<file path="config.mk">
export PLATFORM = sky130hd
export DESIGN_NAME = mbq_hist
export DESIGN_NICKNAME = d
export VERILOG_FILES = /design/src/rtl/multichannel_biquad_filter_assert.svh /design/src/rtl/mbq_pkg.sv /design/src/rtl/mbq_hist.sv
export SDC_FILE = /design/constraint.sdc
export NUM_CORES = 1
export LEC_CHECK = 0
export BUFFER_PORTS_ARGS = -buffer_cell sky130_fd_sc_hd__buf_4
export CAP_MARGIN = 20
export CORE_ASPECT_RATIO = 0.5
export CORE_MARGIN = 10
export CORE_UTILIZATION = 40
export CTS_BUF_LIST = sky130_fd_sc_hd__clkbuf_4 sky130_fd_sc_hd__clkbuf_8 sky130_fd_sc_hd__clkbuf_16
export CTS_CLUSTER_DIAMETER = 50
export DETAILED_ROUTE_END_ITERATION = 10
export HOLD_SLACK_MARGIN = 0.05
export SYNTH_ARGS = -nofsm -noshare
export SYNTH_HDL_FRONTEND = slang
export SYNTH_SLANG_ARGS = --single-unit
</file>
<file path="constraint.sdc">
create_clock -name clk -period 13.5 [get_ports clk]
set_input_delay 2.7 -clock clk [delete_from_list [all_inputs] [get_ports clk]]
set_output_delay 2.7 -clock clk [all_outputs]
set_load 0.02 [all_outputs]
</file>
<file path="src/rtl/multichannel_biquad_filter_assert.svh">
// Assertion macros for the biquad filter bank.
// Each use expands to one labelled concurrent assertion clocked on clk and
// disabled while rst is high.
`ifndef MULTICHANNEL_BIQUAD_FILTER_ASSERT_SVH
`define MULTICHANNEL_BIQUAD_FILTER_ASSERT_SVH

// Same-cycle implication.
`define MBQ_ASSERT_NOW(label, cond, prop, msg) \
  label: assert property (@(posedge clk) disable iff (rst) (cond) |-> (prop)) \
    else $error(msg);

// Next-cycle implication.
`define MBQ_ASSERT_NEXT(label, cond, prop, msg) \
  label: assert property (@(posedge clk) disable iff (rst) (cond) |=> (prop)) \
    else $error(msg);

`endif

</file>
<file path="src/rtl/mbq_pkg.sv">
`timescale 1ns / 1ps

package mbq_pkg;

  localparam int DATA_W  = 32;
  localparam int CH_W    = 3;
  localparam int CFG_W   = 3;
  localparam int PROD_W  = 2 * DATA_W;
  // five full products sum to less than 2^65 in magnitude
  localparam int ACC_W   = PROD_W + 2;
  localparam int STEP_W  = 3;

  localparam logic [CFG_W-1:0] REG_B0 = 3'd0;
  localparam logic [CFG_W-1:0] REG_B1 = 3'd1;
  localparam logic [CFG_W-1:0] REG_B2 = 3'd2;
  localparam logic [CFG_W-1:0] REG_A0 = 3'd3;
  localparam logic [CFG_W-1:0] REG_A1 = 3'd4;
  localparam logic [CFG_W-1:0] REG_A2 = 3'd5;

  // multiply-accumulate sequence: one product per step, then a drain step
  localparam logic [STEP_W-1:0] STEP_B0    = 3'd0;
  localparam logic [STEP_W-1:0] STEP_B1    = 3'd1;
  localparam logic [STEP_W-1:0] STEP_B2    = 3'd2;
  localparam logic [STEP_W-1:0] STEP_A1    = 3'd3;
  localparam logic [STEP_W-1:0] STEP_A2    = 3'd4;
  localparam logic [STEP_W-1:0] STEP_DRAIN = 3'd5;

  localparam logic signed [DATA_W-1:0] RST_B0 = 32'sh2000_0000;
  localparam logic signed [DATA_W-1:0] RST_A0 = 32'sh2000_0000;

  typedef struct packed {
    logic clear;
    logic issue;
    logic sub;
  } mac_ctrl_t;

  typedef struct packed {
    logic signed [DATA_W-1:0] x1;
    logic signed [DATA_W-1:0] x2;
    logic signed [DATA_W-1:0] y1;
    logic signed [DATA_W-1:0] y2;
  } hist_t;

  typedef struct packed {
    logic                     en;
    logic [CH_W-1:0]          ch;
    logic signed [DATA_W-1:0] x;
    logic signed [DATA_W-1:0] y;
  } hist_wr_t;

  typedef struct packed {
    logic start;
  } div_ctrl_t;

  typedef struct packed {
    logic busy;
    logic done;
  } div_stat_t;

endpackage

</file>
<file path="src/rtl/mbq_hist.sv">
`timescale 1ns / 1ps

module mbq_hist
  import mbq_pkg::*;
#(
  parameter int CHANNELS = 8
) (
  input  logic            clk,
  input  logic            rst,
  input  logic [CH_W-1:0] rd_ch,
  output hist_t           rd,
  input  hist_wr_t        wr
);

  // only channels the 3-bit index can reach need storage
  localparam int DEPTH = (CHANNELS < (1 << CH_W)) ? CHANNELS : (1 << CH_W);
  localparam int IDX_W = (DEPTH > 1) ? $clog2(DEPTH) : 1;
  localparam logic [CH_W:0] DEPTH_L = (CH_W + 1)'(DEPTH);

  hist_t mem [DEPTH];

  logic rd_ok;
  logic wr_ok;

  assign rd_ok = {1'b0, rd_ch} < DEPTH_L;
  assign wr_ok = {1'b0, wr.ch} < DEPTH_L;

  // channels outside the bank see an all-zero history
  always_comb begin
    rd = '0;
    if (rd_ok) begin
      rd = mem[rd_ch[IDX_W-1:0]];
    end
  end

  always_ff @(posedge clk) begin
    if (rst) begin
      for (int i = 0; i < DEPTH; i++) begin
        mem[i] <= '0;
      end
    end else if (wr.en && wr_ok) begin
      mem[wr.ch[IDX_W-1:0]].x2 <= mem[wr.ch[IDX_W-1:0]].x1;
      mem[wr.ch[IDX_W-1:0]].x1 <= wr.x;
      mem[wr.ch[IDX_W-1:0]].y2 <= mem[wr.ch[IDX_W-1:0]].y1;
      mem[wr.ch[IDX_W-1:0]].y1 <= wr.y;
    end
  end

endmodule

</file>
## Word-level counts from Yosys, hierarchy flattened

Memory sizes are Yosys's and may differ from the RTL's.
Index checks and enable logic that the tools add are counted.

| word-level totals | value |
|---|---|
| bits in registers | 0 |
| input port bits | 73 |
| RAM bits | 1024 |
| memories kept | 1 |

Memories:

| name | depth | width | rd ports | clocked after Yosys merged registers in | wr ports | line | source |
|---|---|---|---|---|---|---|---|
| mem | 8 | 128 | 2 | 0 | 8 | mbq_hist.sv:20 | `hist_t mem [DEPTH];` |

| cells by class | value |
|---|---|
| reduce and logical (&&, ||, !) cells | 1 |
| muxes and demuxes | 8 |

Operator list:

| operator | count |
|---|---|
| $mux W128 | 1 |
| $reduce_or A128 Y1 | 1 |
| $mux W1 | 6 |
| $mux W3 | 1 |

## Depth between registers and ports, before layout

| depth | value |
|---|---|
| depth after elaboration | 5 |
| gate-level depth with buffers | 7 |
| depth with buffers taken out | 3 |

## Worst setup path after synthesis

Ideal clock, no wire load.

| timing path | value |
|---|---|
| path type | input -> register |
| start | input rst |
| end | memory mem[3][0] in the netlist's numbering, enable pin |
| arrival | 6.373 ns |
| path buffers | 2 |
| setup time | 0.510 ns |
| setup slack | 6.617 ns |
| cell stages on the path | 5 |
| cells stage by stage | buf_2 > nor3b_4 > nand3_1 > clkbuf_1 > nand2b_1 |

RTL lines:

| item | line | source |
|---|---|---|
| from (decl) | mbq_hist.sv:9 | `input logic rst,` |
| to (decl) | mbq_hist.sv:20 |  |

==> results.txt <==
Sequential Power Share - 49.7%
routability cong. - 0.7353
peak supply drop - 95.14 uV
Final WS setup - 5.371 ns
Final Hold Violating Endpoints - 0
overall power - 7.482 mW
post-synth cell types - 28
Iter 0 DRT Violations - 3322
max reg flops - 1024
hpwl dp - 74600 um
Mapped Area - 49630 sq um
Hold Crit Class - reg2reg
Syn Inst Count - 3127
Synthesized Nets - 3200
Tmin final - 8.129 ns
Max Cap Violations - 0
via count - 30450
Initial Utilization - 40.29%
root buffer cell - clkbuf_16
Die X - 518.2 um
CTS Sinks - 1024
gr usage total - 20.70%
fin crit share - 60.22%
Total Routed Length - 148900 um
vias per inst - 6.122
Syn. warnings - 0
deepest clock path buffer count - 3
#FFs+latches synth - 1024
Critical Path RT - 10.80 ns
Setup CP Type - in2out
Port Buffer Count - 200
setup TNS - 0 ns
combinational power share - 11.3%
largest net degree at the start of global routing - 111
pin slew with the least headroom to its limit - 1.188 ns
biggest regs - mem x1024
RSZ-0062 raised after global routing - false
CP Data Arrival Time - 5.43 ns
Psw - 1.847 mW
Pre-antenna DRT Iters - 5
Final nets - 3278
Clock Pin Slew Worst Setup and Hold Paths - 0.06 ns
first-pass GRT wire length - 216100 um
setup bufs post-CTS - 0
Die Y - 269.1 um
Die ar. - 139400 sq um
core outline area - 123200 sq um
Pins Over Slew Limit - 0
antenna violation net count after detailed routing - 0
htree depth - 3
clock power share - 39.1%
FP Rows - 91
sequential fraction of the synthesis area - 61.95%
TritonCTS clock tree - yes
CP Launch Type - input port
Crit. End Element - primary output
wire length per cell - 29.95 um
Mean Syn Cell Area - 15.87 sq um
worst-skew pair later-pin latency - 0.70 ns
Area Overhead vs Synth - 12.17%
Leakage - 21.45 nW
Switching Share - 24.69%
Most flops, register - mem
Worst Path Max Fanout - 70
final hold slack - 0.9468 ns
residual DRC count - 0
layout cells sized above 1 - 22.10%
PD cells - 134.4 nW/um^2
Setup Skew - 0.01700 ns
hold buffers post-CTS - 0
initial antenna violation count - 13
worst slack at placement - 5.338 ns
grt ovf - 0
Internal - 5.634 mW
CTS resizes - 0
Final setup viols - 0
status - completed
total CTS buffers - 104
FMAX - 0.1230 GHz
number of global-route vias before repair - 31600
relative slew slack - 20.82%
I/O pin cnt - 201
## layer usage
layer / track usage [%] / wire length [um] / vias up
li1: - / - / 12900
met1: 27.23 / 60830 / 15960
met2: 35.75 / 73580 / 1284
met3: 2.977 / 9979 / 288
met4: 6.227 / 4478 / 10
met5: 0 / 73 / -
## cell usage after synthesis (all sizes together)
cell	instances	area share (%)
and3b	1	0.018
clkbuf	177	1.6
buf	107	1.7
and2	128	1.6
edfxtp	1024	62
or2	1	0.013
a21oi	512	5.2
nand3	2	0.020
nand2	7	0.053
nor3b	1	0.038
o22a	128	2.3
mux2	128	2.9
mux4	256	12
nor2b	2	0.025
nor2	1	0.0076
nand2b	10	0.13
mux2i	256	5.2
and3	386	4.9
## power by group through the flow
stage	Combinational [mW]	Clock [mW]	Sequential (mW)
after floorplan	0.533	0	3.78
after global placement	0.839	0	3.78
after detailed placement	0.843	0	3.79
after CTS	0.846	2.94	3.72
after global routing	0.885	3.07	3.73
final	0.842	2.92	3.72
## kinds of logic after synthesis
| logic type | synth area share, % |
|---|---|
| muxes | 20.53 |
| DFF | 61.95 |
| AOI/OAI and AO/OA | 7.421 |
| and+or+nand+nor | 6.779 |
| buffers and inverters | 3.320 |
## worst max-delay path, stage by stage
cell    delay (ns)
buf_8         0.65
buf_4         0.80
mux4_1        0.64
mux2_2        0.32
buf_4         0.17
## cell type report
type                            count  area [sq um]
Antenna cell                        9         22.52
Clock buffer                      128          2835
Clock inverter                     63         565.5
Fill cell                       10800         67520
Multi-Input combinational cell   1819         17420
Sequential cell                  1024         30750
Tap cell                         1674          2095
Timing Repair Buffer              256          1986
## layout by cell type (no fill, tap or decap), drive strengths merged, types with 11 or more instances in the layout
cell type / instances
clkinvlp: 11
edfxtp: 1024
a21oi: 512
mux2: 128
o22a: 128
clkinv: 40
buf: 256
clkbuf: 128
and2: 128
and3: 386
mux2i: 256
mux4: 256
## metrics by stage
stage                     cells  util [%]  area [sq um]
after floorplan            3127         -         49630
after global placement     4772     42.40         52230
after detailed placement   4772     42.40         52230
after CTS                  4963     45.16         55630
after global routing       4971     45.19         55670
final                      4973     45.19         55670
## worst paths after layout
check                                 start          to  slack [ns]  cells after the start
worst max-delay path               rd_ch[0]      rd[10]        5.37                      5
worst min-delay path            mem[0][123]  mem[4][91]        0.95                      3
worst max register to register   mem[1][45]  mem[1][13]       12.11                      3
worst min register to register  mem[0][123]  mem[4][91]        0.95                      3
(Power assumes the default switching activity.)
