**config.mk**
```make
export PLATFORM = sky130hd
export DESIGN_NAME = mbq_mac
export DESIGN_NICKNAME = d
export VERILOG_FILES = /design/src/rtl/multichannel_biquad_filter_assert.svh /design/src/rtl/mbq_pkg.sv /design/src/rtl/mbq_mac.sv
export SDC_FILE = /design/constraint.sdc
export NUM_CORES = 2
export LEC_CHECK = 0
export BUFFER_PORTS_ARGS = -buffer_cell sky130_fd_sc_hd__buf_4
export CORE_UTILIZATION = 45
export CTS_BUF_LIST = sky130_fd_sc_hd__clkbuf_2
export DETAILED_ROUTE_END_ITERATION = 8
export PLACE_DENSITY = 0.66
export RECOVER_POWER = 50
export SLEW_MARGIN = 10
export SYNTH_ARGS = -nofsm -noshare
export SYNTH_HDL_FRONTEND = slang
export SYNTH_SLANG_ARGS = --single-unit
export TNS_END_PERCENT = 30
```
**constraint.sdc**
```tcl
create_clock -name clk -period 14.5 [get_ports clk]
set_clock_uncertainty 0.2 [all_clocks]
set_input_delay 0.725 -clock clk [delete_from_list [all_inputs] [get_ports clk]]
set_output_delay 0.725 -clock clk [all_outputs]
set_load 0.005 [all_outputs]
```
**src/rtl/multichannel_biquad_filter_assert.svh**
```systemverilog
// Assertion macros for the biquad filter bank.
// Each use expands to one labelled concurrent assertion clocked on clk and
// disabled while rst is high.
`ifndef MULTICHANNEL_BIQUAD_FILTER_ASSERT_SVH
`define MULTICHANNEL_BIQUAD_FILTER_ASSERT_SVH

// Same-cycle implication.
`define MBQ_ASSERT_NOW(label, cond, prop, msg) \
  label: assert property (@(posedge clk) disable iff (rst) (cond) |-> (prop)) \
    else $error(msg);

// Next-cycle implication.
`define MBQ_ASSERT_NEXT(label, cond, prop, msg) \
  label: assert property (@(posedge clk) disable iff (rst) (cond) |=> (prop)) \
    else $error(msg);

`endif

```
**src/rtl/mbq_pkg.sv**
```systemverilog
`timescale 1ns / 1ps

package mbq_pkg;

  localparam int DATA_W  = 32;
  localparam int CH_W    = 3;
  localparam int CFG_W   = 3;
  localparam int PROD_W  = 2 * DATA_W;
  // five full products sum to less than 2^65 in magnitude
  localparam int ACC_W   = PROD_W + 2;
  localparam int STEP_W  = 3;

  localparam logic [CFG_W-1:0] REG_B0 = 3'd0;
  localparam logic [CFG_W-1:0] REG_B1 = 3'd1;
  localparam logic [CFG_W-1:0] REG_B2 = 3'd2;
  localparam logic [CFG_W-1:0] REG_A0 = 3'd3;
  localparam logic [CFG_W-1:0] REG_A1 = 3'd4;
  localparam logic [CFG_W-1:0] REG_A2 = 3'd5;

  // multiply-accumulate sequence: one product per step, then a drain step
  localparam logic [STEP_W-1:0] STEP_B0    = 3'd0;
  localparam logic [STEP_W-1:0] STEP_B1    = 3'd1;
  localparam logic [STEP_W-1:0] STEP_B2    = 3'd2;
  localparam logic [STEP_W-1:0] STEP_A1    = 3'd3;
  localparam logic [STEP_W-1:0] STEP_A2    = 3'd4;
  localparam logic [STEP_W-1:0] STEP_DRAIN = 3'd5;

  localparam logic signed [DATA_W-1:0] RST_B0 = 32'sh2000_0000;
  localparam logic signed [DATA_W-1:0] RST_A0 = 32'sh2000_0000;

  typedef struct packed {
    logic clear;
    logic issue;
    logic sub;
  } mac_ctrl_t;

  typedef struct packed {
    logic signed [DATA_W-1:0] x1;
    logic signed [DATA_W-1:0] x2;
    logic signed [DATA_W-1:0] y1;
    logic signed [DATA_W-1:0] y2;
  } hist_t;

  typedef struct packed {
    logic                     en;
    logic [CH_W-1:0]          ch;
    logic signed [DATA_W-1:0] x;
    logic signed [DATA_W-1:0] y;
  } hist_wr_t;

  typedef struct packed {
    logic start;
  } div_ctrl_t;

  typedef struct packed {
    logic busy;
    logic done;
  } div_stat_t;

endpackage

```
**src/rtl/mbq_mac.sv**
```systemverilog
`timescale 1ns / 1ps

module mbq_mac
  import mbq_pkg::*;
(
  input  logic                     clk,
  input  logic                     rst,
  input  mac_ctrl_t                ctrl,
  input  logic signed [DATA_W-1:0] op_a,
  input  logic signed [DATA_W-1:0] op_b,
  output logic signed [ACC_W-1:0]  acc
);

  logic signed [PROD_W-1:0] prod;
  logic                     prod_vld;
  logic                     prod_sub;
  logic signed [ACC_W-1:0]  prod_ext;

  assign prod_ext = {{(ACC_W - PROD_W){prod[PROD_W-1]}}, prod};

  // register the product, accumulate it on the next cycle
  always_ff @(posedge clk) begin
    prod <= op_a * op_b;
  end

  always_ff @(posedge clk) begin
    if (rst) begin
      prod_vld <= 1'b0;
      prod_sub <= 1'b0;
      acc      <= '0;
    end else if (ctrl.clear) begin
      prod_vld <= 1'b0;
      prod_sub <= 1'b0;
      acc      <= '0;
    end else begin
      prod_vld <= ctrl.issue;
      prod_sub <= ctrl.sub;
      if (prod_vld) begin
        acc <= prod_sub ? (acc - prod_ext) : (acc + prod_ext);
      end
    end
  end

endmodule

```
Word-level counts from Yosys, hierarchy flattened
Index checks and enable logic that the tools add are counted.
{"block": "classes", "reduce_logical": 1, "multipliers": 1, "add_sub_neg": 2, "order_cmp": 0, "shifts": 0, "eq_ne": 0, "div_mod_pow": 0, "mux": 1, "bitwise_logic": 0}
{"cell": "$add 66x64->66", "count": 1}
{"cell": "$mux 66", "count": 1}
{"cell": "$sub 66x64->66", "count": 1}
{"cell": "$mul 32x32->64", "count": 1}
{"cell": "$reduce_or 2->1", "count": 1}
{"block": "totals", "mem_count": 0, "word_cells": 9, "latchBits": 0, "in_bits": 69, "ram_bits": 0, "output_inout_bits": 66, "ff_bits": 132, "rom_bits": 0}

Longest topological paths before layout
{"block": "logic_depth", "depth_word": 2, "mapped_depth": 30}

Worst setup path after synthesis
No wires, ideal clock.
{"block": "synth_path", "path_type": "input -> register", "startpoint": "in op_b[2]", "endpoint": "reg prod[62]", "arrival_time_ns": 8.229, "path_buffers": 1, "stages": 26, "slack_ns": 5.945, "cell_sequence": "clkbuf_1 -> nand2_1 -> inv_1 -> fa_1 -> fa_1 -> fa_1 -> fa_1 -> inv_1 -> fa_1 -> inv_1 -> fa_1 -> inv_1 -> fa_1 -> inv_1 -> fa_1 -> ha_1 -> a21o_1 -> a21oi_1 -> and4b_1 -> o311ai_1 -> a31oi_1 -> o21ai_1 -> a221o_1 -> a21oi_1 -> o211ai_1 -> xor2_1"}
{"block": "synth_via", "elab_chain_len": 1}
{"item": "start: declaration", "line": "mbq_mac.sv:10", "rtl": "input logic signed [DATA_W-1:0] op_b,"}
{"item": "$mul 32x32->64", "line": "mbq_mac.sv:23", "rtl": "prod <= op_a * op_b;"}
{"item": "end signal: assignment", "line": "mbq_mac.sv:23"}
{"item": "end: declaration", "line": "mbq_mac.sv:14", "rtl": "logic signed [PROD_W-1:0] prod;"}
Every way passes these cells.
A chain may end at the register's enable or synchronous reset.

Final worst setup path
{"block": "layout_path", "startpoint": "in op_a[0]", "endpoint": "reg prod[62]"}
{"block": "layout_via", "elab_chain_len": 1}
{"item": "start: declaration", "line": "mbq_mac.sv:9", "rtl": "input logic signed [DATA_W-1:0] op_a,"}
{"item": "$mul 32x32->64", "line": "mbq_mac.sv:23"}
Every way passes these cells.

==> results.py <==
metrics = {
    "global_route": {
        "grt_pass1_vias": 34484,
        "grt_max_degree": 67,
        "grt_pass1_wl_um": 189200,
        "grtUsageTotal_pct": 24.06,
        "antenna_found_initial": 1,
        "overflow": 0,
    },
    "cells_and_area": {
        "area_growth_pct": 4.361,
        "drive_above_1_share_pct": 3.535,
        "final_common_cell": "fa_1",
        "final_cell_mix": "fa_1, inv_1, nand2_1",
        "nets": 6227,
    },
    "routing": {
        "ant_nets": 0,
        "drtPass1Iterations": 5,
        "routed_wl_um": 117000,
        "met1_length_um": 48800,
        "wl_met3_um": 5480,
        "wl_met2_um": 58800,
        "avgViaCountPerCell": 5.320,
        "drtIter0Drc": 1897,
        "routed.top_layer": "met4",
        "drc": 0,
        "wire_per_inst_um": 19.09,
        "vias": 32593,
    },
    "clock_tree": {
        "cts_sinks": 132,
        "cts-root-buf": "clkbuf_2",
        "cts_tree": "built",
        "clockBufferDepth": 2,
        "cts_setup_buffers": 0,
        "cts_resized": 0,
        "cts.reportedPaths.clkPinSlew_ns": 0.24,
        "htreeDepth": 4,
        "cts_buffers": 17,
        "clk_latency_ns": 0.83,
    },
    "floorplanning": {
        "core_um2": 98420,
        "die_area_um2": 100600,
        "fp.dieH_um": 317.2,
        "io_pins": 135,
        "start_util_pct": 45.42,
        "num_rows": 115,
        "die_w_um": 317.2,
    },
    "placed_design": {
        "gp_congestion": 0.8973,
        "portBuffers": 134,
        "hpwlAfterDp_um": 95290,
    },
    "sta": {
        "maxSlewHeadroom_pct": -160.6,
        "hold_violations": 0,
        "period_share_pct": 60.26,
        "fin_tns_setup_ns": 0,
        "max_freq_mhz": 114.5,
        "min_period_ns": 8.737,
        "rsz0062_at_grt": "false",
        "finalSetupViolCount": 0,
        "tightest_slew_ns": 3.909,
        "slew_violations": 160,
    },
    "synth": {
        "synth_cells": 4910,
        "synth_edf_count": 0,
        "ys_types": 71,
        "syn_avg_cell_area_um2": 9.104,
        "ys_seq_area_share_pct": 5.912,
        "yosys_register_bits": 132,
        "ys.flop_type": "dfxtp_1",
        "yosys_warnings": 0,
        "synth_area_um2": 44700,
        "postSynth.asyncResetShare_pct": 0,
        "synthesis.nets": 6312,
    },
    "worst_hold_path": {
        "hold_depth": 3,
        "worst_hold_path.endpoint": "prod_sub$_SDFF_PP0_",
        "hold_path_class": "in2reg",
        "holdCritStartpoint": "rst",
    },
    "run": {
        "cap_violations": 3,
    },
    "setup_path": {
        "r2r_slack_ns": 7.73,
        "crit_path_max_fanout": 32,
        "cp.arrival_ns": 9.26,
        "r2r-end": "acc[63]$_SDFFE_PP0P_",
        "r2r_cells": 14,
        "required_ns": 15.02,
        "start_kind": "input port",
        "end_kind": "flip-flop",
        "regToRegStartpoint": "prod_sub$_SDFF_PP0_",
        "path_class": "in2reg",
    },
    "run_status": {
        "violations": "max-capacitance violations, max-slew violations",
        "status": "finished with violations",
    },
}
through the flow:
step	util, %	area [um2]	setup slack, ns	instances	hold slack (ns)
2_1_floorplan	-	44700	5.945	4910	0.2730
3_3_place_gp	47.19	46440	5.218	6091	0.3004
3_5_place_dp	47.19	46440	5.070	6091	0.3091
4_1_cts	47.50	46750	5.957	6125	0.03174
5_1_grt	47.40	46650	5.512	6126	0.06442
6_report	47.40	46650	5.763	6127	0.09693
critical path: stages:
cell and delay, ns:
clkbuf_1 1.34, nand2b_1 0.25, fa_1 0.43, fa_1 0.49, inv_1 0.05, fa_1 0.49
fa_1 0.44, fa_1 0.51, fa_1 0.43, fa_1 0.59, fa_1 0.49, ha_1 0.42
a21oi_1 0.18, o21ai_0 0.11, a221oi_1 0.55, o22a_1 0.27, o311ai_1 0.12, a31oi_1 0.33
o21ai_1 0.15, a221o_1 0.37, a21oi_1 0.22, o211ai_1 0.14, xor2_1 0.15
cell type report:
type / count / area, um2
fillers: 9497 / 51770
multi-input cells: 3535 / 37390
flip-flops and latches: 132 / 2644
inverters: 996 / 3739
repair buffers: 143 / 977.2
diodes: 2 / 5.005
well taps: 1287 / 1610
clock buffers: 18 / 90.09
clock inverters: 14 / 192.7
worst max path at each step:
stage | slack, ns | end | cells past startpoint | from
2_1_floorplan | 5.94 | prod[62]$_DFF_P_ | 26 | op_b[2]
6_report | 5.76 | prod[62]$_DFF_P_ | 23 | op_a[0]
3_3_place_gp | 5.22 | prod[62]$_DFF_P_ | 28 | op_a[31]
5_1_grt | 5.51 | prod[62]$_DFF_P_ | 28 | op_a[31]
4_1_cts | 5.96 | prod[62]$_DFF_P_ | 28 | op_a[31]
3_5_place_dp | 5.07 | prod[62]$_DFF_P_ | 28 | op_a[31]
timing repair:
item | in CTS | in global routing
hold endpoints to repair | 2 | 0
hold buffers | 2 | 0
endpoints found under the setup margin | 0 | 0
registers in the layout, summed over array words and instances, names as in the netlist:
signal,cells
acc,66
prod,64
prod_sub,1
prod_vld,1
Yosys cell counts (all sizes together), types with 28 or more instances:
library cell	count	area (um2)
a21oi	174	870.8
nor3	35	175.2
nor2b	43	269.0
nand4	28	175.2
inv	995	3735
a21o	67	510.5
mux2i	39	390.4
dfxtp	132	2643
xor2	51	446.7
fa	1083	21680
clkbuf	241	904.6
o21ai	94	470.5
nor2	159	604.3
xnor2	141	1235
nand2	575	2166
and2	527	3297
nand3	41	205.2
ha	250	3128
per-layer routing:
metal / vias up / track usage [%]
met3: 186 / 2.028
li1: 14566 / -
met4: 0 / 7.416
met5: - / 0
met1: 16932 / 31.98
met2: 909 / 41.75
cells by family after synthesis:
logic type               count (synthesis)  synth area share (%)
AO/OA/AOI/OAI                          479                 6.637
adder cells (fa/ha/maj)               1333                 55.50
AND/OR/NAND/NOR                       1489                 16.78
buffers and inverters                 1243                 10.44
XOR/XNOR                               192                 3.762
multiplexers                            42                0.9741
flip-flops                             132                 5.912
Power is left out: the tool's default activity adds up to more than one toggle a clock period on the data nets, which glitch-free logic cannot reach.
