==> src/rtl/multichannel_biquad_filter_assert.svh <==
// Assertion macros for the biquad filter bank.
// Each use expands to one labelled concurrent assertion clocked on clk and
// disabled while rst is high.
`ifndef MULTICHANNEL_BIQUAD_FILTER_ASSERT_SVH
`define MULTICHANNEL_BIQUAD_FILTER_ASSERT_SVH

// Same-cycle implication.
`define MBQ_ASSERT_NOW(label, cond, prop, msg) \
  label: assert property (@(posedge clk) disable iff (rst) (cond) |-> (prop)) \
    else $error(msg);

// Next-cycle implication.
`define MBQ_ASSERT_NEXT(label, cond, prop, msg) \
  label: assert property (@(posedge clk) disable iff (rst) (cond) |=> (prop)) \
    else $error(msg);

`endif

==> src/rtl/mbq_pkg.sv <==
`timescale 1ns / 1ps

package mbq_pkg;

  localparam int DATA_W  = 32;
  localparam int CH_W    = 3;
  localparam int CFG_W   = 3;
  localparam int PROD_W  = 2 * DATA_W;
  // five full products sum to less than 2^65 in magnitude
  localparam int ACC_W   = PROD_W + 2;
  localparam int STEP_W  = 3;

  localparam logic [CFG_W-1:0] REG_B0 = 3'd0;
  localparam logic [CFG_W-1:0] REG_B1 = 3'd1;
  localparam logic [CFG_W-1:0] REG_B2 = 3'd2;
  localparam logic [CFG_W-1:0] REG_A0 = 3'd3;
  localparam logic [CFG_W-1:0] REG_A1 = 3'd4;
  localparam logic [CFG_W-1:0] REG_A2 = 3'd5;

  // multiply-accumulate sequence: one product per step, then a drain step
  localparam logic [STEP_W-1:0] STEP_B0    = 3'd0;
  localparam logic [STEP_W-1:0] STEP_B1    = 3'd1;
  localparam logic [STEP_W-1:0] STEP_B2    = 3'd2;
  localparam logic [STEP_W-1:0] STEP_A1    = 3'd3;
  localparam logic [STEP_W-1:0] STEP_A2    = 3'd4;
  localparam logic [STEP_W-1:0] STEP_DRAIN = 3'd5;

  localparam logic signed [DATA_W-1:0] RST_B0 = 32'sh2000_0000;
  localparam logic signed [DATA_W-1:0] RST_A0 = 32'sh2000_0000;

  typedef struct packed {
    logic clear;
    logic issue;
    logic sub;
  } mac_ctrl_t;

  typedef struct packed {
    logic signed [DATA_W-1:0] x1;
    logic signed [DATA_W-1:0] x2;
    logic signed [DATA_W-1:0] y1;
    logic signed [DATA_W-1:0] y2;
  } hist_t;

  typedef struct packed {
    logic                     en;
    logic [CH_W-1:0]          ch;
    logic signed [DATA_W-1:0] x;
    logic signed [DATA_W-1:0] y;
  } hist_wr_t;

  typedef struct packed {
    logic start;
  } div_ctrl_t;

  typedef struct packed {
    logic busy;
    logic done;
  } div_stat_t;

endpackage

==> src/rtl/mbq_div.sv <==
`timescale 1ns / 1ps

module mbq_div
  import mbq_pkg::*;
(
  input  logic                     clk,
  input  logic                     rst,
  input  div_ctrl_t                ctrl,
  input  logic signed [ACC_W-1:0]  dividend,
  input  logic signed [DATA_W-1:0] divisor,
  output div_stat_t                stat,
  output logic signed [DATA_W-1:0] quotient,
  output logic                     sat
);

  localparam int CNT_W = $clog2(DATA_W);
  localparam logic [CNT_W-1:0] CNT_LAST = CNT_W'(DATA_W - 1);
  localparam logic [DATA_W-1:0] NEG_LIMIT = {1'b1, {(DATA_W - 1){1'b0}}};
  localparam logic [DATA_W-1:0] POS_LIMIT = {1'b0, {(DATA_W - 1){1'b1}}};

  logic [ACC_W-1:0]  mag_n;
  logic [DATA_W-1:0] mag_d;
  logic [DATA_W:0]   trial;
  logic [DATA_W:0]   diff;
  logic              take;

  logic [DATA_W-1:0] rem;
  logic [DATA_W-1:0] quo;
  logic [DATA_W-1:0] dsr;
  logic              neg;
  logic              ovf;
  logic [CNT_W-1:0]  cnt;
  logic              busy;
  logic              done;

  assign mag_n = dividend[ACC_W-1] ? (~dividend + 1'b1) : dividend;
  assign mag_d = divisor[DATA_W-1] ? (~divisor + 1'b1) : divisor;

  // one restoring step per cycle
  assign trial = {rem, quo[DATA_W-1]};
  assign diff  = trial - {1'b0, dsr};
  assign take  = !diff[DATA_W];

  always_ff @(posedge clk) begin
    if (ctrl.start) begin
      rem <= mag_n[2*DATA_W-1:DATA_W];
      quo <= mag_n[DATA_W-1:0];
      dsr <= mag_d;
      neg <= dividend[ACC_W-1] ^ divisor[DATA_W-1];
      // quotient of 2^32 or more whenever the upper part reaches the divisor
      ovf <= mag_n[ACC_W-2:DATA_W] >= {1'b0, mag_d};
    end else if (busy) begin
      rem <= take ? diff[DATA_W-1:0] : trial[DATA_W-1:0];
      quo <= {quo[DATA_W-2:0], take};
    end
  end

  always_ff @(posedge clk) begin
    if (rst) begin
      busy <= 1'b0;
      done <= 1'b0;
      cnt  <= '0;
    end else begin
      done <= busy && (cnt == CNT_LAST);
      if (ctrl.start) begin
        busy <= 1'b1;
        cnt  <= '0;
      end else if (busy) begin
        cnt <= cnt + 1'b1;
        if (cnt == CNT_LAST) begin
          busy <= 1'b0;
        end
      end
    end
  end

  assign stat.busy = busy;
  assign stat.done = done;

  // clip to the signed 32-bit range, truncating toward zero
  always_comb begin
    if (neg) begin
      sat      = ovf || (quo > NEG_LIMIT);
      quotient = sat ? NEG_LIMIT : (~quo + 1'b1);
    end else begin
      sat      = ovf || quo[DATA_W-1];
      quotient = sat ? POS_LIMIT : quo;
    end
  end

endmodule

==> config.mk <==
export PLATFORM = sky130hd
export DESIGN_NAME = mbq_div
export DESIGN_NICKNAME = d
export VERILOG_FILES = /design/src/rtl/multichannel_biquad_filter_assert.svh /design/src/rtl/mbq_pkg.sv /design/src/rtl/mbq_div.sv
export SDC_FILE = /design/constraint.sdc
export NUM_CORES = 1
export LEC_CHECK = 0
export BUFFER_PORTS_ARGS = -buffer_cell sky130_fd_sc_hd__buf_4
export CAP_MARGIN = 30
export CORE_AREA = 2 2 128 130
export DETAILED_ROUTE_END_ITERATION = 8
export DIE_AREA = 0 0 130 132
export PLACE_DENSITY_LB_ADDON = 0.08
export SLEW_MARGIN = 20
export SYNTH_ARGS = -nofsm -noshare
export SYNTH_HDL_FRONTEND = slang
export SYNTH_SLANG_ARGS = --single-unit
==> constraint.sdc <==
create_clock -name clk -period 9.3 [get_ports clk]
set_input_delay 0.93 -clock clk [delete_from_list [all_inputs] [get_ports clk]]
set_output_delay 0.93 -clock clk [all_outputs]
set_load 0.02 [all_outputs]
# Word-level counts from Yosys, hierarchy flattened

Cells that the tools add are included.

$add $sub $neg: 5
Magnitude comparators: 2
Equality and inequality tests: 1
Multiplexer cells: 14
Bitwise gates (word level): 4
Reduce and logical (&&, ||, !) cells: 6

Operator list:

| cell                                                            | count |
|---|---|
| 32-bit 2-to-1 mux                                               | 9 |
| 65-bit by 1-bit adder with 65-bit output, second input constant | 1 |
| 65-bit 2-to-1 mux                                               | 1 |
| 65-bit inverter                                                 | 1 |
| 32-bit by 1-bit adder with 32-bit output, second input constant | 2 |
| 32-bit inverter                                                 | 2 |
| 33-bit by 32-bit greater-or-equal comparator with 1-bit output  | 1 |
| 33-bit by 32-bit subtractor with 33-bit output                  | 1 |
| 32-bit greater-than comparator, second input constant           | 1 |
| 5-bit by 1-bit adder with 5-bit output, second input constant   | 1 |
| 5-bit == test, second input constant                            | 1 |
| 1-bit 2-to-1 mux                                                | 4 |
| 1-bit logical OR                                                | 2 |
| 2-bit nonzero test                                              | 1 |
| 2-bit OR reduction                                              | 1 |
| 1-bit logical AND                                               | 1 |
| 1-bit zero test                                                 | 1 |
| 1-bit bitwise XOR                                               | 1 |

Bits in registers: 105
Input bits: 101
Output and inout port bits: 35
Logic and storage cells: 40

# Longest topological paths before layout

Depth after elaboration: 4
Depth in mapped cells: 17
Mapped depth without buffers: 17

# Worst setup path after synthesis

No wires, ideal clock.

Path kind: input to register
Start point: input dividend[50]
End point: register ovf (data pin)
Library setup time: 0.260 ns
Arrival: 4.346 ns
Data required time: 9.040 ns
Slack: 4.694 ns
Cell stages on the path: 14
Buffers on the path: 0
Cell sequence: or4_4 or3_4 or4_4 or4_4 or4_4 o21ai_2 xnor2_1 ha_1 nand4_1 nor3_1 o41ai_1 a21oi_1 o221ai_1 nand2_1

Longest elaborated chain between the ends: 4

RTL lines:

| element                                                            | line          | RTL |
|---|---|---|
| start, declared                                                    | mbq_div.sv:9  | `input logic signed [ACC_W-1:0] dividend,` |
| 65-bit inverter                                                    | mbq_div.sv:36 | `assign mag_n = dividend[ACC_W-1] ? (~dividend + 1'b1) : dividend;` |
| 65-bit by 1-bit adder with 65-bit output                           | mbq_div.sv:36 |  |
| 65-bit 2-to-1 mux (*)                                              | mbq_div.sv:36 |  |
| 33-bit by 32-bit greater-or-equal comparator with 1-bit output (*) | mbq_div.sv:51 | `ovf <= mag_n[ACC_W-2:DATA_W] >= {1'b0, mag_d};` |
| end signal, assigned                                               | mbq_div.sv:51 |  |
| end, declared                                                      | mbq_div.sv:31 | `logic ovf;` |

Every way passes the cells marked *; elsewhere a longest branch is shown, timed or not.
A chain may end at the register's enable or synchronous reset.

# Final worst setup path

Start point: register quo[12]
End point: output quotient[4]

Longest elaborated chain between the ends: 4

RTL lines:

| element                        | line          | RTL |
|---|---|---|
| start, declared                | mbq_div.sv:28 | `logic [DATA_W-1:0] quo;` |
| start signal, assigned         | mbq_div.sv:47 | `quo <= mag_n[DATA_W-1:0];` |
| start signal, assigned         | mbq_div.sv:54 | `quo <= {quo[DATA_W-2:0], take};` |
| 32-bit greater-than comparator | mbq_div.sv:83 | `sat = ovf \|\| (quo > NEG_LIMIT);` |
| 1-bit logical OR               | mbq_div.sv:83 |  |
| 32-bit 2-to-1 mux              | mbq_div.sv:84 | `quotient = sat ? NEG_LIMIT : (~quo + 1'b1);` |
| 32-bit 2-to-1 mux              | mbq_div.sv:82 | `if (neg) begin` |
| end, declared                  | mbq_div.sv:12 | `output logic signed [DATA_W-1:0] quotient,` |

Every way passes these cells.

==> impl_results.md <==
- Final core occ: 0.715
- Buffers on Ports: approximately 140
- Final worst clock skew: 0.00848 ns
- Max cap viols: 0
- Power, Total: around 2400 uW
- M1 GR Usage: 0.472
- Required @ worst endpoint: about 8.4 ns
- Area delta synth->final: 14.0%
- Lkg Pwr: about 0.0046 uW
- Fin crit period: ~5.4 ns
- DRT antenna net count: 0
- Seq/Total Area, Yosys: 0.313
- Netlist Area Pre-Place: ~0.0099 mm^2
- GR Layer Usage met3: 0.0317
- CTS sink cnt: 105
- Synth top area share: 0.299
- Fin. Hold Viols: 0
- Setup CP Type: reg2out
- Initial core utilization: 0.627
- RSZ-0062 raised after global routing: no
- Power per Cell Area: between 200 and 250 mW/mm^2
- PostCTS Resize Cnt: 0
- Worst slew margin: 0.401
- GP Congestion: ~0.97
- FF+latch count, synth: 105
- Worst-path clk slew: approximately 0.08 ns
- Post-CTS Setup Bufs: 0
- Status: finished clean
- Slowest cell on the critical path: o311ai_0
- Grt met2 use: 0.481
- Max IR drop VDD: 300 uV
- CP delay by family, top: simple AND/OR/NAND/NOR gates
- Initial antenna violation count: 0
- Worst setup SP type: register
- Largest cells by area after synthesis: edfxtp_1 30%, ha_1 8.8%, xnor2_1 6.2%
- WL/cell: ~19 um
- Crit-path max cell delay: 0.62 ns
- CTS root buf: clkbuf_16
- Ys Warns: 0
- Die width: 130 um
- Dominant synthesized flop cell: edfxtp_1
- Flop pwr share: 0.299
- Die area: between 0.015 and 0.02 mm^2
- Number of global-route vias before repair: 8,288
- Iteration count of the initial detailed-routing pass: 5
- Vias per cell: 6.32
- Total routed wirelength: 27.5 mm
- Largest area contributor in the netlist: edfxtp_1
- DP HPWL: 20.6 mm
- First-pass GRT wire length: 42.8 mm
- Endpoints failing setup: 0
- GRT overflow: 0
- Switching power: 1010 uW
- Post-synthesis cell count: around 1,200
- ANT cells: 0
- Worst-Skew Late Latency: 0.37 ns
- Clock Path Buffers: 2
- Most instantiated library cell after synthesis: nand2_1
- Mapped Nets: around 1,300
- Clock power share: 0.156
- Combinational Power Share: 0.545
- Hold Crit Class: reg2reg
- Share of cells above drive strength 1: 0.150
- Vias: slightly above 9,000
- Num CTS Buffers: 9
- CP arrival: around 4.5 ns
- CTS tree: built
- Switching part of the total: 0.419
- Drt drc: 0
- Fmax: roughly 0.18 GHz
- Synth top cells by count: 115 x nand2_1, 98 x edfxtp_1, 89 x o21ai_0
- Top Usage Layer GRT: met2
- Number of synthesized flops with an enable pin: 98
- H-Tree Depth: 3
- Final max-slew violation count: 0
- Drt first-iter violations: roughly 850
- Cts hold-fix bufs: 0
- Crit path buffers/inverters: 1
- DIE HEIGHT: about 130 um
- Final Cycle Share: 0.582
- Gr usage total: 0.317
- CP Capture Type: output port
- CP max FO: 20
- Netlist cell types: between 60 and 70
- Ys async rst share: 0
- CORE AREA: between 0.015 and 0.02 mm^2
- TNS Setup: 0 ns
- CP most frequent cell: nor4_2
- Actual slew at the worst max-slew pin: roughly 0.90 ns
- CP cell instances: or4_1 > nor4_2 > nand4b_1 > nor4_2 > nand2b_1 > a21oi_2 > nand2_1 > o311ai_0 > buf_4
- IO Pins: around 140
- Largest net degree at the start of global routing: a little under 80
- Pint: 1410 uW
- Nets: between 1,000 and 1,500
- Syn Area/Cell: roughly 8.6 um^2
- Row count: 46
## per-stage QoR
step | std cells | hold slack (ns) | area [um^2] | worst slack (ns)
2_1_floorplan | 1150 | 0.498 | 9850 | 4.69
4_1_cts | 1467 | 0.540 | 11200 | 4.00
3_3_place_gp | 1451 | 0.521 | 10900 | 4.06
6_report | 1467 | 0.540 | 11200 | 3.88
3_5_place_dp | 1451 | 0.525 | 10900 | 3.98
5_1_grt | 1467 | 0.587 | 11200 | 3.52
## routing by layer
metal	wire (um)	share of wire
met1	12100	0.44
met4	670	0.024
met2	12400	0.45
met3	2220	0.081
met5	0	0
## cells in the final DEF (no fill, tap or decap), types with 13 or more instances in the layout
master	count
edfxtp_1	98
nor3_1	30
o311ai_0	21
ha_1	69
a21o_1	24
xnor2_1	69
nand4_1	13
xor2_1	56
a21oi_1	69
nand2_1	115
o31ai_1	30
inv_1	82
nand2b_1	13
buf_4	139
nor2_1	76
mux2i_1	26
or3_1	22
or4_1	13
o41ai_1	23
o21ai_0	89
## area by class of cell
cell class              count  area [um^2]
clock buffers               9          225
clock inverters             7         60.1
fillers                  1299         4480
inverters                  82          308
multi-input cells         909         6240
flip-flops and latches    105         3080
well taps                 216          270
repair buffers            139         1040
## worst paths after layout
path	startpoint	end	slack (ns)	cells past startpoint
max	quo[12]$_DFFE_PP_	quotient[4]	3.88	9
min	cnt[4]$_SDFFE_PP0P_	cnt[4]$_SDFFE_PP0P_	0.54	2
max reg2reg	quo[31]$_DFFE_PP_	rem[0]$_DFFE_PP_	4.63	13
min reg2reg	cnt[4]$_SDFFE_PP0P_	cnt[4]$_SDFFE_PP0P_	0.54	2
## power groups by stage
| stage | sequential [uW] | combinational [uW] | clock, uW |
|---|---|---|---|
| finish | 724 | 1320 | 377 |
| CTS | 721 | 1300 | 381 |
| detailed placement | 730 | 1290 | 0 |
| floorplan | 705 | 975 | 0 |
| global route | 736 | 1440 | 398 |
| global placement | 725 | 1270 | 0 |
## worst register-to-register path, stage by stage (launching register included)
cell and delay (ns):
edfxtp_1 0.40, inv_1 0.12, ha_1 0.28, fa_1 0.43, nand2b_1 0.18, a21o_1 0.21
a311oi_1 0.60, nor3_1 0.24, o31ai_1 0.54, a211oi_1 0.22, xnor2_2 0.15, buf_4 0.51
mux2_2 0.46, mux2i_1 0.17
## cells by family (layout without fill, tap and decap cells)
family	after synthesis	after routing	share of synthesized area
buf+inv	136	237	0.0541
xor+xnor	126	126	0.112
flops	105	105	0.313
mux	29	29	0.0298
fa+ha+maj	70	70	0.0897
compound gates	324	324	0.217
simple gates	360	360	0.185
## state kept, by name, summed over array words and instances, names as in the netlist
name  cells
ovf       1
cnt       5
dsr      32
done      1
neg       1
rem      32
busy      1
quo      32
(Power assumes the default switching activity.)
